## src/hdl/dbe_pkg.sv

```systemverilog
// dbe_pkg: shared types and constants of the two-key digit editor.
// Used by every module of the editor; no dependencies.
`timescale 1ns / 1ps
`default_nettype none

package dbe_pkg;

    localparam int unsigned BCD_W   = 28;
    localparam int unsigned CFG_W   = 8;
    localparam int unsigned CUR_W   = 3;
    localparam int unsigned SHOWN   = 7;   // digits visible on the 28-bit bus

    localparam logic [CFG_W-1:0] DEBOUNCE_RST = 8'd3;
    localparam logic [CFG_W-1:0] HOLD_CAP_RST = 8'd70;
    localparam logic [CFG_W-1:0] IDLE_TO_RST  = 8'd250;
    localparam logic [CFG_W-1:0] COUNT_MAX    = 8'd255;
    localparam logic [3:0]       DIGIT_TOP    = 4'd9;
    localparam logic [3:0]       CURSOR_TOP   = 4'd7;

    typedef enum logic [1:0] {
        MODE_TICK  = 2'd0,
        MODE_KEY1  = 2'd1,
        MODE_KEY2  = 2'd2,
        MODE_LOAD  = 2'd3
    } t_mode;

    typedef enum logic [1:0] {
        CLICK_NONE = 2'd0,
        CLICK_ONE  = 2'd1,
        CLICK_TWO  = 2'd2
    } t_click;

    typedef enum logic [1:0] {
        CFG_DEBOUNCE  = 2'd0,
        CFG_HOLD_CAP  = 2'd1,
        CFG_IDLE_TO   = 2'd2
    } t_cfg_idx;

    // next-state view of the key engine, captured into the result word
    typedef struct packed {
        t_click           click;
        logic [CUR_W-1:0] cursor;
        logic             editing;
        logic             running;
    } t_status;

    // update request to the digit store
    typedef struct packed {
        logic             load_en;
        logic [BCD_W-1:0] load_bcd;
        logic             inc_en;
        logic [CUR_W-1:0] inc_pos;   // 1-based cursor position
    } t_digit_cmd;

endpackage

`default_nettype wire

```

## src/hdl/dbe_ctrl.sv

```systemverilog
// dbe_ctrl: configuration registers, key pending flags, shared hold counter,
// idle counter, cursor, edit flag and engine flag. Depends on dbe_pkg.
`timescale 1ns / 1ps
`default_nettype none

module dbe_ctrl #(
    parameter int unsigned NUM_DIGITS = 7
) (
    input  wire logic                     i_clk,
    input  wire logic                     i_rst_n,
    input  wire logic                     i_cfg_we,
    input  wire logic [1:0]               i_cfg_idx,
    input  wire logic [dbe_pkg::CFG_W-1:0] i_cfg_data,
    input  wire logic                     i_fire,
    input  wire dbe_pkg::t_mode           i_mode,
    input  wire logic                     i_key_one_down,
    input  wire logic                     i_key_two_down,
    input  wire logic [dbe_pkg::BCD_W-1:0] i_load_bcd,
    output dbe_pkg::t_status              o_status,
    output dbe_pkg::t_digit_cmd           o_cmd
);
    import dbe_pkg::*;

    localparam logic [3:0] NUM_DIG = 4'(NUM_DIGITS);

    logic [CFG_W-1:0] r_debounce, r_hold_cap, r_idle_to;
    logic             r_pend1, r_pend2, r_edit, r_engine;
    logic [CFG_W-1:0] r_hold, r_idle;
    logic [CUR_W-1:0] r_cursor;

    logic             n_pend1, n_pend2, n_edit, n_engine;
    logic [CFG_W-1:0] n_hold, n_idle;
    logic [CUR_W-1:0] n_cursor;
    t_click           status;
    logic [3:0]       step;
    logic             inc_en;

    always_ff @(posedge i_clk) begin
        if (!i_rst_n) begin
            r_debounce <= DEBOUNCE_RST;
            r_hold_cap <= HOLD_CAP_RST;
            r_idle_to  <= IDLE_TO_RST;
        end else if (i_cfg_we) begin
            case (t_cfg_idx'(i_cfg_idx))
                CFG_DEBOUNCE: r_debounce <= i_cfg_data;
                CFG_HOLD_CAP: r_hold_cap <= i_cfg_data;
                CFG_IDLE_TO:  r_idle_to  <= i_cfg_data;
                default: ;
            endcase
        end
    end

    always_comb begin
        n_pend1  = r_pend1;
        n_pend2  = r_pend2;
        n_edit   = r_edit;
        n_engine = r_engine;
        n_hold   = r_hold;
        n_idle   = r_idle;
        n_cursor = r_cursor;
        status   = CLICK_NONE;
        step     = 4'({1'b0, r_cursor} + 4'd1);
        inc_en   = 1'b0;
        case (i_mode)
            MODE_KEY1: begin
                n_pend1  = 1'b1;
                n_engine = 1'b1;
            end
            MODE_KEY2: begin
                n_pend2  = 1'b1;
                n_engine = 1'b1;
            end
            MODE_LOAD: ;
            default: begin
                if (r_engine) begin
                    // key one first, key two result overrides it
                    if (r_pend1) begin
                        if (i_key_one_down) begin
                            n_idle = '0;
                            if (n_hold <= r_hold_cap && n_hold != COUNT_MAX)
                                n_hold = n_hold + 8'd1;
                        end else begin
                            status  = (n_hold > r_debounce) ? CLICK_ONE : CLICK_NONE;
                            n_hold  = '0;
                            n_pend1 = 1'b0;
                        end
                    end else begin
                        n_idle = n_idle + 8'd1;
                    end
                    if (r_pend2) begin
                        if (i_key_two_down) begin
                            n_idle = '0;
                            if (n_hold <= r_hold_cap && n_hold != COUNT_MAX)
                                n_hold = n_hold + 8'd1;
                        end else begin
                            status  = (n_hold > r_debounce) ? CLICK_TWO : CLICK_NONE;
                            n_hold  = '0;
                            n_pend2 = 1'b0;
                        end
                    end
                    if (status == CLICK_ONE) begin
                        n_edit = 1'b1;
                        if (step > NUM_DIG || step > CURSOR_TOP)
                            n_cursor = CUR_W'(1);
                        else
                            n_cursor = step[CUR_W-1:0];
                    end else if (status == CLICK_TWO) begin
                        inc_en = (r_cursor != '0) && ({1'b0, r_cursor} <= NUM_DIG);
                    end
                    if (n_idle >= r_idle_to) begin
                        n_cursor = '0;
                        n_edit   = 1'b0;
                        n_idle   = '0;
                        n_engine = 1'b0;
                    end
                end
            end
        endcase
    end

    always_ff @(posedge i_clk) begin
        if (!i_rst_n) begin
            r_pend1  <= 1'b0;
            r_pend2  <= 1'b0;
            r_edit   <= 1'b0;
            r_engine <= 1'b0;
            r_hold   <= '0;
            r_idle   <= '0;
            r_cursor <= '0;
        end else if (i_fire) begin
            r_pend1  <= n_pend1;
            r_pend2  <= n_pend2;
            r_edit   <= n_edit;
            r_engine <= n_engine;
            r_hold   <= n_hold;
            r_idle   <= n_idle;
            r_cursor <= n_cursor;
        end
    end

    always_comb begin
        o_status.click   = status;
        o_status.cursor  = n_cursor;
        o_status.editing = n_edit;
        o_status.running = n_engine;
        o_cmd.load_en    = (i_mode == MODE_LOAD);
        o_cmd.load_bcd   = i_load_bcd;
        o_cmd.inc_en     = inc_en;
        o_cmd.inc_pos    = r_cursor;
    end

endmodule

`default_nettype wire

```

## src/hdl/dbe_digits.sv

```systemverilog
// dbe_digits: the decimal digit store with load and modulo-ten increment,
// and the packed BCD view of its next contents. Depends on dbe_pkg.
`timescale 1ns / 1ps
`default_nettype none

module dbe_digits #(
    parameter int unsigned NUM_DIGITS = 7
) (
    input  wire logic                      i_clk,
    input  wire logic                      i_rst_n,
    input  wire logic                      i_fire,
    input  wire dbe_pkg::t_digit_cmd       i_cmd,
    output logic [dbe_pkg::BCD_W-1:0]      o_bcd
);
    import dbe_pkg::*;

    localparam int unsigned IDX_W = (NUM_DIGITS > 1) ? $clog2(NUM_DIGITS) : 1;

    logic [3:0]       r_digit [NUM_DIGITS];
    logic [3:0]       n_digit [NUM_DIGITS];
    logic [CUR_W-1:0] pos0;
    logic [IDX_W-1:0] idx;

    // cursor is 1-based; only in-range positions arrive with inc_en set
    assign pos0 = i_cmd.inc_pos - CUR_W'(1);
    assign idx  = IDX_W'(pos0);

    always_comb begin
        for (int i = 0; i < NUM_DIGITS; i++) begin
            if (i_cmd.load_en && i < SHOWN)
                n_digit[i] = i_cmd.load_bcd[4*i +: 4];
            else if (i_cmd.load_en)
                n_digit[i] = 4'd0;
            else
                n_digit[i] = r_digit[i];
        end
        if (i_cmd.inc_en)
            n_digit[idx] = (r_digit[idx] >= DIGIT_TOP) ? 4'd0 : r_digit[idx] + 4'd1;
    end

    always_ff @(posedge i_clk) begin
        if (!i_rst_n) begin
            for (int i = 0; i < NUM_DIGITS; i++)
                r_digit[i] <= 4'd0;
        end else if (i_fire) begin
            for (int i = 0; i < NUM_DIGITS; i++)
                r_digit[i] <= n_digit[i];
        end
    end

    always_comb begin
        o_bcd = '0;
        for (int i = 0; i < NUM_DIGITS; i++) begin
            if (i < SHOWN)
                o_bcd[4*i +: 4] = n_digit[i];
        end
    end

endmodule

`default_nettype wire

```

## src/hdl/debounced_two_key_digit_editor.sv

```systemverilog
// Two-key front-panel digit editor: debounces two keys on tick items and edits
// NUM_DIGITS decimal digits with a cursor. One word is accepted every clock
// cycle while o_in_stall is low; each word's result word reaches the outputs
// through the input register, then the state update into the result register.
// A stalled result holds the pipeline only when both the input and the result
// register are full. Configuration writes take effect on the next edge.
// Depends on dbe_pkg, dbe_ctrl and dbe_digits.
`timescale 1ns / 1ps
`default_nettype none

module debounced_two_key_digit_editor #(
    parameter int unsigned NUM_DIGITS = 7
) (
    input  wire logic                      i_clk,
    input  wire logic                      i_rst_n,
    input  wire logic                      i_cfg_we,
    input  wire logic [1:0]                i_cfg_idx,
    input  wire logic [dbe_pkg::CFG_W-1:0] i_cfg_data,
    input  wire logic                      i_in_valid,
    output logic                           o_in_stall,
    input  wire logic [1:0]                i_mode,
    input  wire logic                      i_key_one_down,
    input  wire logic                      i_key_two_down,
    input  wire logic [dbe_pkg::BCD_W-1:0] i_load_bcd,
    output logic                           o_out_valid,
    input  wire logic                      i_out_stall,
    output logic [1:0]                     o_click,
    output logic [dbe_pkg::CUR_W-1:0]      o_cursor,
    output logic                           o_editing,
    output logic                           o_running,
    output logic [dbe_pkg::BCD_W-1:0]      o_digits_bcd
);
    import dbe_pkg::*;

    logic             r_in_valid;
    t_mode            r_mode;
    logic             r_k1, r_k2;
    logic [BCD_W-1:0] r_load;

    logic             r_out_valid;
    t_status          r_status;
    logic [BCD_W-1:0] r_bcd;

    logic             advance, fire;
    t_status          n_status;
    t_digit_cmd       cmd;
    logic [BCD_W-1:0] n_bcd;

    assign advance    = !r_out_valid || !i_out_stall;
    assign fire       = r_in_valid && advance;
    assign o_in_stall = r_in_valid && !advance;

    always_ff @(posedge i_clk) begin
        if (!i_rst_n)
            r_in_valid <= 1'b0;
        else if (!o_in_stall)
            r_in_valid <= i_in_valid;
    end

    always_ff @(posedge i_clk) begin
        if (!o_in_stall && i_in_valid) begin
            r_mode <= t_mode'(i_mode);
            r_k1   <= i_key_one_down;
            r_k2   <= i_key_two_down;
            r_load <= i_load_bcd;
        end
    end

    dbe_ctrl #(.NUM_DIGITS(NUM_DIGITS)) u_ctrl (
        .i_clk          (i_clk),
        .i_rst_n        (i_rst_n),
        .i_cfg_we       (i_cfg_we),
        .i_cfg_idx      (i_cfg_idx),
        .i_cfg_data     (i_cfg_data),
        .i_fire         (fire),
        .i_mode         (r_mode),
        .i_key_one_down (r_k1),
        .i_key_two_down (r_k2),
        .i_load_bcd     (r_load),
        .o_status       (n_status),
        .o_cmd          (cmd)
    );

    dbe_digits #(.NUM_DIGITS(NUM_DIGITS)) u_digits (
        .i_clk   (i_clk),
        .i_rst_n (i_rst_n),
        .i_fire  (fire),
        .i_cmd   (cmd),
        .o_bcd   (n_bcd)
    );

    always_ff @(posedge i_clk) begin
        if (!i_rst_n)
            r_out_valid <= 1'b0;
        else if (fire)
            r_out_valid <= 1'b1;
        else if (!i_out_stall)
            r_out_valid <= 1'b0;
    end

    always_ff @(posedge i_clk) begin
        if (fire) begin
            r_status <= n_status;
            r_bcd    <= n_bcd;
        end
    end

    assign o_out_valid  = r_out_valid;
    assign o_click      = r_status.click;
    assign o_cursor     = r_status.cursor;
    assign o_editing    = r_status.editing;
    assign o_running    = r_status.running;
    assign o_digits_bcd = r_bcd;

endmodule

`default_nettype wire

```

## config.mk

```make
export PLATFORM = sky130hd
export DESIGN_NAME = debounced_two_key_digit_editor
export DESIGN_NICKNAME = d
export VERILOG_FILES = /design/src/hdl/dbe_pkg.sv /design/src/hdl/dbe_ctrl.sv /design/src/hdl/dbe_digits.sv /design/src/hdl/debounced_two_key_digit_editor.sv
export SDC_FILE = /design/constraint.sdc
export NUM_CORES = 1
export LEC_CHECK = 0
export BUFFER_PORTS_ARGS = -buffer_cell sky130_fd_sc_hd__buf_2
export CAP_MARGIN = 20
export CORE_MARGIN = 2
export CORE_UTILIZATION = 30
export CTS_CLUSTER_DIAMETER = 40
export CTS_CLUSTER_SIZE = 24
export DETAILED_ROUTE_END_ITERATION = 10
export GPL_TIMING_DRIVEN = 1
export REMOVE_ABC_BUFFERS = 1
export SYNTH_ARGS = -nofsm -noshare
export SYNTH_HDL_FRONTEND = slang
export SYNTH_SLANG_ARGS = --single-unit
```

## constraint.sdc

```tcl
create_clock -name i_clk -period 4.4 [get_ports i_clk]
set_input_delay 0.88 -clock i_clk [delete_from_list [all_inputs] [get_ports i_clk]]
set_output_delay 0.88 -clock i_clk [all_outputs]
set_load 0.05 [all_outputs]
```

# Word-level counts from Yosys, hierarchy flattened
# Memory sizes are Yosys's and may differ from the RTL's.
# Index checks and enable logic that the tools add are counted.
dict set report word_totals {
  romBits 0
  ram_bits 28
  latch_bits 0
  wordCells 157
  mem_count 1
  in_bits 47
  register_bits 116
  out_inout_bits 37
}
# memory depth word_bits read_ports rd_clocked_by_memory_dff write_ports line_no
set memory_table {}
lappend memory_table {u_digits.r_digit 7 4 8 0 7 dbe_digits.sv:19} ;# logic [3:0] r_digit [NUM_DIGITS];
dict set report op_classes {
  reduce_logical 26
  mul 0
  n_bitwise 12
  div_mod_pow 0
  add_sub_neg 6
  n_eq_ne 10
  n_mux 72
  n_lt_le_gt_ge 9
  n_shift 0
}
# operator count
set ops {}
lappend ops {{$mux 8} 15}
lappend ops {{$mux 4} 16}
lappend ops {{$bwmux 28} 1}
lappend ops {{$mux 28} 1}
lappend ops {{$add 8x1->8 const B} 3}
lappend ops {{$mux 1} 23}
lappend ops {{$gt 8x8->1} 2}
lappend ops {{$le 8x8->1} 2}
lappend ops {{$ne 8x8->1 const B} 2}
lappend ops {{$mux 3} 5}
lappend ops {{$mux 2} 7}
lappend ops {{$demux 4 s3} 1}
lappend ops {{$reduce_and 3->1} 3}
lappend ops {{$eq 2x2->1 const B} 4}
lappend ops {{$ge 4x4->1 const B} 2}
lappend ops {{$ge 8x8->1} 1}
lappend ops {{$or 1x1->1} 7}
lappend ops {{$eq 2x1->1 const B} 3}
lappend ops {{$logic_and 1x1->1} 6}
lappend ops {{$pmux 1 s2} 3}
lappend ops {{$reduce_and 2->1} 3}
lappend ops {{$reduce_or 2->1} 3}
lappend ops {{$add 3x1->4 const B} 1}
lappend ops {{$add 4x1->4 const B} 1}
lappend ops {{13 further kinds} 20}

# Longest topological paths before layout
dict set report depth {
  word_depth 20
  mapped_depth 19
  ltp_nobuf 19
}

# Modules after synthesis
# Synthesis repeated with hierarchy kept, for this count alone.
dict set report unflattened {
  hier_cells 805
  hier_area_um2 8217.9
}
# mod cells_per_inst n_inst area_each_um2 seq_area_each_um2
set modules_own_cells {}
lappend modules_own_cells {dbe_ctrl 516 1 3922.5 940.9}
lappend modules_own_cells {dbe_digits 214 1 2199.6 840.8}
lappend modules_own_cells {debounced_two_key_digit_editor 75 1 2095.8 2052.0}

# Worst setup path after synthesis
# Ideal clock, no wire load.
dict set report synth_path {
  kind {flip-flop to flip-flop}
  from {register u_ctrl.r_hold[7]}
  to {register u_ctrl.r_hold[3]}
  arrival_time_ns 4.116
  path_stages_with_launch 19
  slack_ns 0.166
  period_less_slack_ns 4.234
  setup_time_ns 0.117
  required_ns 4.283
  n_path_buf 0
  path_cell_list {dfxtp_1 > ha_1 > nand4_4 > nor2_2 > a211o_2 > nand3_4 > o41ai_2 > nor2_1 > inv_1 > ha_1 > and3_1 > a221o_1 > a221oi_2 > a31o_2 > nand2_1 > o21bai_1 > or2b_1 > or3_1 > a32o_1}
}
dict set report synth_via {
  elab_chain_cells 12
  elab_cells_between_ends 16
  cone_classes {add/sub: 2; order compare: 2; eq/ne: 2; mux: 8; reduce/logical: 2}
}
# element line_no
set synth_rtl {}
lappend synth_rtl {{from (decl)} dbe_ctrl.sv:28} ;# logic [CFG_W-1:0] r_hold, r_idle;
lappend synth_rtl {{from (signal assigned)} dbe_ctrl.sv:135} ;# r_hold <= n_hold;
lappend synth_rtl {{$le 8x8->1 / $ne 8x8->1 (equally long branches)} dbe_ctrl.sv:80} ;# if (n_hold <= r_hold_cap && n_hold != COUNT_MAX)
lappend synth_rtl {{$logic_and 1x1->1} dbe_ctrl.sv:80}
lappend synth_rtl {{$mux 8} dbe_ctrl.sv:80}
lappend synth_rtl {{$mux 8} dbe_ctrl.sv:78} ;# if (i_key_one_down) begin
lappend synth_rtl {{$mux 8 *} dbe_ctrl.sv:77} ;# if (r_pend1) begin
lappend synth_rtl {{$mux 8 *} dbe_ctrl.sv:75} ;# if (r_engine) begin
lappend synth_rtl {{$mux 8 *} dbe_ctrl.sv:64} ;# case (i_mode)
lappend synth_rtl {{$le 8x8->1 / $ne 8x8->1 (equally long branches)} dbe_ctrl.sv:93} ;# if (n_hold <= r_hold_cap && n_hold != COUNT_MAX)
lappend synth_rtl {{$logic_and 1x1->1} dbe_ctrl.sv:93}
lappend synth_rtl {{$mux 8} dbe_ctrl.sv:93}
lappend synth_rtl {{$mux 8} dbe_ctrl.sv:91} ;# if (i_key_two_down) begin
lappend synth_rtl {{$mux 8 *} dbe_ctrl.sv:90} ;# if (r_pend2) begin
# Every way passes the cells marked *; elsewhere a longest branch is shown, timed or not. The select of a mux whose other input is x is not followed.
# A chain may end at the register's enable or synchronous reset.

# Worst setup path in the final report
dict set report layout_path {
  from {register u_ctrl.r_hold_cap[7]}
  to {register u_ctrl.r_hold[3]}
}
dict set report layout_via {
  elab_chain_cells 12
  elab_cells_between_ends 14
  cone_classes {add/sub: 1; order compare: 2; eq/ne: 1; mux: 8; reduce/logical: 2}
}
# element line_no
set layout_rtl {}
lappend layout_rtl {{from (decl)} dbe_ctrl.sv:26} ;# logic [CFG_W-1:0] r_debounce, r_hold_cap, r_idle_to;
lappend layout_rtl {{from (signal assigned)} dbe_ctrl.sv:46} ;# CFG_HOLD_CAP: r_hold_cap <= i_cfg_data;
lappend layout_rtl {{$le 8x8->1} dbe_ctrl.sv:80}
lappend layout_rtl {{$logic_and 1x1->1} dbe_ctrl.sv:80}
lappend layout_rtl {{$mux 8} dbe_ctrl.sv:80}
lappend layout_rtl {{$mux 8} dbe_ctrl.sv:78}
lappend layout_rtl {{$mux 8} dbe_ctrl.sv:77}
lappend layout_rtl {{$mux 8} dbe_ctrl.sv:75}
lappend layout_rtl {{$mux 8} dbe_ctrl.sv:64}
lappend layout_rtl {{$le 8x8->1 / $ne 8x8->1 (equally long branches)} dbe_ctrl.sv:93}
lappend layout_rtl {{$logic_and 1x1->1} dbe_ctrl.sv:93}
lappend layout_rtl {{$mux 8} dbe_ctrl.sv:93}
lappend layout_rtl {{$mux 8} dbe_ctrl.sv:91}
lappend layout_rtl {{$mux 8 *} dbe_ctrl.sv:90}
# Marked as above.

==> flow_metrics.env <==
export IMPL_status="finished, final reports clean"
export IMPL_clock_latency_ns=0.43
export IMPL_ys_types=72
export IMPL_wl_per_cell_microns=16.56
export IMPL_cap_violations=0
export IMPL_die_area_sq_um=27610
export IMPL_synthSimpleGateAreaFrac_pct=16.11
export IMPL_fin_skew_ns=0.01461
export IMPL_num_rows=59
export IMPL_clockRootBuffer="clkbuf_16"
export IMPL_antenna_found_initial=0
export IMPL_period_minus_slack_ns=4.288
export IMPL_start_util_pct=30.45
export IMPL_crit_type="reg2reg"
export IMPL_slew_viol_final=0
export IMPL_grt_pass1_vias=5921
export IMPL_syn_area_per_cell_sq_um=10.72
export IMPL_core_area_sq_um=25910
export IMPL_synthTopCellsByArea="edfxtp_1 36%, dfxtp_1 12%, mux2i_1 8.6%"
export IMPL_die_height_microns=166.2
export IMPL_power_density_nw_per_um2=344.7
export IMPL_finalCritPeriodShare_pct=97.46
export IMPL_overflow=0
export IMPL_viasPerCell=4.950
export IMPL_drive_gt1_share_pct=27.88
export IMPL_postLayoutSetupSlackWorst_ns=0.1120
export IMPL_cts_buffers=17
export IMPL_relSlewSlack_pct=30.49
export IMPL_nets=980
export IMPL_grt_start_max_net_pins=38
export IMPL_swShare_pct=26.67
export IMPL_clock_fmax_mhz=233.2
export IMPL_synth_cells=736
export IMPL_gp_routability_congestion=0.8688
export IMPL_grt_total_usage_pct=14.52
export IMPL_synth_edf_count=95
export IMPL_fillCellCount=2483
export IMPL_critPathLaunchType="register"
export IMPL_ys_seq_area_share_pct=48.60
export IMPL_crit_arrival_ns=4.60
export IMPL_syn_area_sq_um=7889
export IMPL_pin_count=84
export IMPL_combPwrFrac_pct=11.8
export IMPL_p_int_mw=2.520
export IMPL_synth_compound_area_share_pct=12.31
export IMPL_yosysTopAreaCellShare_pct=36.16
export IMPL_rrSetupSlack_ns=0.11
export IMPL_synth_top_cell_by_area="edfxtp_1"
export IMPL_cts_sinks=144
export IMPL_antenna_cells=0
export IMPL_whs_ns=0.4644
export IMPL_critPathRequiredTime_ns=4.72
export IMPL_synth_xor_area_share_pct=0.7772
export IMPL_synth_fa_ha_area_share_pct=8.406
export IMPL_first_pass_iters=5
export IMPL_cp_max_fo=5
export IMPL_ys_ff_latch=144
export IMPL_dp_slack_ns=-0.07295
export IMPL_clkTransAtPathRegs_ns=0.07
export IMPL_p_sw_uw=916.5
export IMPL_finalWirelength_mm=20.34
export IMPL_cts_max_level=4
export IMPL_ys_warn_count=0
export IMPL_tightest_slew_ns=1.043
export IMPL_leakage_nw=4.233
export IMPL_synth_main_ff_cell="edfxtp_1"
export IMPL_portBuffers=83
export IMPL_grt_pass1_wl_mm=31.89
export IMPL_synth_async_reset_ratio_pct=0
export IMPL_synth_top_family_by_area="simple AND/OR/NAND/NOR gates"
export IMPL_p_clk_share_pct=43.2
export IMPL_p_total_mw=3.437
export IMPL_post_route_util_pct=38.48
export IMPL_vias=6078
export IMPL_synth_mux_area_share_pct=10.20
export IMPL_drtIter0Drc=406
export IMPL_irDropWorstVdd_mv=0.2555
export IMPL_die_w_microns=166.2
export IMPL_seqPwrFrac_pct=45.1
export IMPL_holdCritPathClass="reg2reg"
export IMPL_cts_buffer_depth=2
export IMPL_ant_nets=0
export IMPL_area_growth_pct=26.39
export IMPL_post_route_drc_count=0
export IMPL_setup_viol=0
export IMPL_dp_hpwl_mm=14.46
export IMPL_cp_end_kind="register"
export IMPL_hold_viol_final=0
export IMPL_cts_tree="built"
==> path summary, 6_finish.rpt <==
| path | cells past startpoint | endpoint | from |
|---|---|---|---|
| worst max-delay path | 20 | u_ctrl.r_hold[3] | u_ctrl.r_hold_cap[7] |
| worst min-delay path | 2 | u_ctrl.r_idle_to[2] | u_ctrl.r_idle_to[2] |
| worst max register to register | 20 | u_ctrl.r_hold[3] | u_ctrl.r_hold_cap[7] |
| worst min register to register | 2 | u_ctrl.r_idle_to[2] | u_ctrl.r_idle_to[2] |
==> final cells by class <==
cell class | instances | area, sq um | area share (%)
clock buffers | 17 | 425.4 | 4.267
clock inverters | 15 | 173.9 | 1.744
inverters | 45 | 168.9 | 1.694
multi-input cells | 518 | 3995 | 40.07
flip-flops and latches | 144 | 3836 | 38.47
well taps | 335 | 419.2 | 4.204
repair buffers | 154 | 952.2 | 9.550
==> layout by cell type (no fill, tap or decap), drive strengths merged, types with 12 or more instances in the layout <==
master | Yosys | final
edfxtp | 95 | 95
nor2 | 57 | 57
a21oi | 39 | 39
buf | 3 | 154
dfxtp | 49 | 49
mux2i | 69 | 69
nand3 | 27 | 27
ha | 53 | 53
nor2b | 37 | 37
o21ai | 19 | 19
nor3 | 12 | 12
nand2 | 68 | 68
inv | 45 | 53
clkbuf | 26 | 17
==> power by group through the flow <==
stage | clock (mW) | sequential, mW | combinational [mW]
6_report | 1.48 | 1.55 | 0.404
5_1_grt | 1.56 | 1.55 | 0.443
4_1_cts | 1.51 | 1.55 | 0.401
3_5_place_dp | 0 | 1.58 | 0.398
3_3_place_gp | 0 | 1.58 | 0.394
2_1_floorplan | 0 | 1.63 | 0.184
==> cell usage after synthesis (3+ instances only) <==
cell type / n
a211oi_1: 7
a21o_1: 9
a21oi_1: 39
a22o_1: 4
a31oi_1: 6
and2_1: 7
and3_1: 7
clkbuf_1: 26
dfxtp_1: 49
edfxtp_1: 95
ha_1: 53
inv_1: 44
mux2i_1: 68
mux4_2: 4
nand2_1: 68
nand2b_1: 7
nand3_1: 25
nand3b_1: 3
nand4_1: 9
nor2_1: 55
nor2b_1: 36
nor3_1: 10
o211a_1: 3
o211ai_1: 9
o21a_1: 8
o21ai_0: 17
o21bai_1: 3
o22ai_1: 3
o31ai_1: 5
xnor2_1: 6
==> kinds of logic (layout without fill, tap and decap cells) <==
| family | Yosys count | after routing |
|---|---|---|
| compound gates | 137 | 137 |
| xor+xnor | 7 | 7 |
| fa+ha+maj | 53 | 53 |
| buf+inv | 74 | 231 |
| flops | 144 | 144 |
| mux | 74 | 74 |
| simple gates | 247 | 247 |
==> critical path, stage by stage (launching register included) <==
cell      delay [ns]
dfxtp_1         0.34
inv_2           0.06
ha_4            0.29
nand4_4         0.14
buf_6           0.16
buf_4           0.13
a211o_4         0.33
nand3_4         0.14
o41ai_4         0.13
nor2_4          0.15
inv_2           0.05
ha_1            0.28
and3_4          0.18
a221o_1         0.33
a221oi_2        0.24
a31o_2          0.15
nand2_1         0.08
o21bai_4        0.20
or2b_1          0.24
or3_1           0.30
a32o_1          0.24
==> routing by layer <==
layer / track usage (%) / up-vias / part of all wire (%)
met5: 0 / - / 0
met3: 2.717 / 24 / 3.7
met2: 23.81 / 130 / 47
li1: - / 2981 / -
met1: 19.58 / 2943 / 48
met4: 4.197 / 0 / 1.4
==> per-stage QoR <==
stage / instances / TNS (ns) / instance area, sq um
after floorplan: 707 / 0 / 7774
after global placement: 1185 / 0 / 9069
after detailed placement: 1185 / -0.07295 / 9069
after CTS: 1217 / 0 / 9684
after global routing: 1228 / -0.1005 / 9971
final: 1228 / 0 / 9971
==> registers in the layout (all words and copies together), names as in the netlist, 2 cells and up <==
| register | flops |
|---|---|
| u_ctrl.r_hold | 8 |
| u_ctrl.r_debounce | 8 |
| o_digits_bcd | 28 |
| u_ctrl.r_idle | 8 |
| r_mode | 2 |
| u_ctrl.r_idle_to | 8 |
| u_ctrl.r_cursor | 3 |
| r_load | 28 |
| u_ctrl.r_hold_cap | 8 |
| o_click | 2 |
| o_cursor | 3 |
| u_digits.r_digit | 28 |
==> what timing repair did <==
item / CTS / global route
gates resized for setup: 2 / 41
pin swaps: 1 / 10
hold endpoints to repair: 0 / 0
hold buffers: 0 / 0
buffers inserted: 0 / 11
endpoints found under the setup margin: 1 / 59
Power figures use the tool's default switching activity.
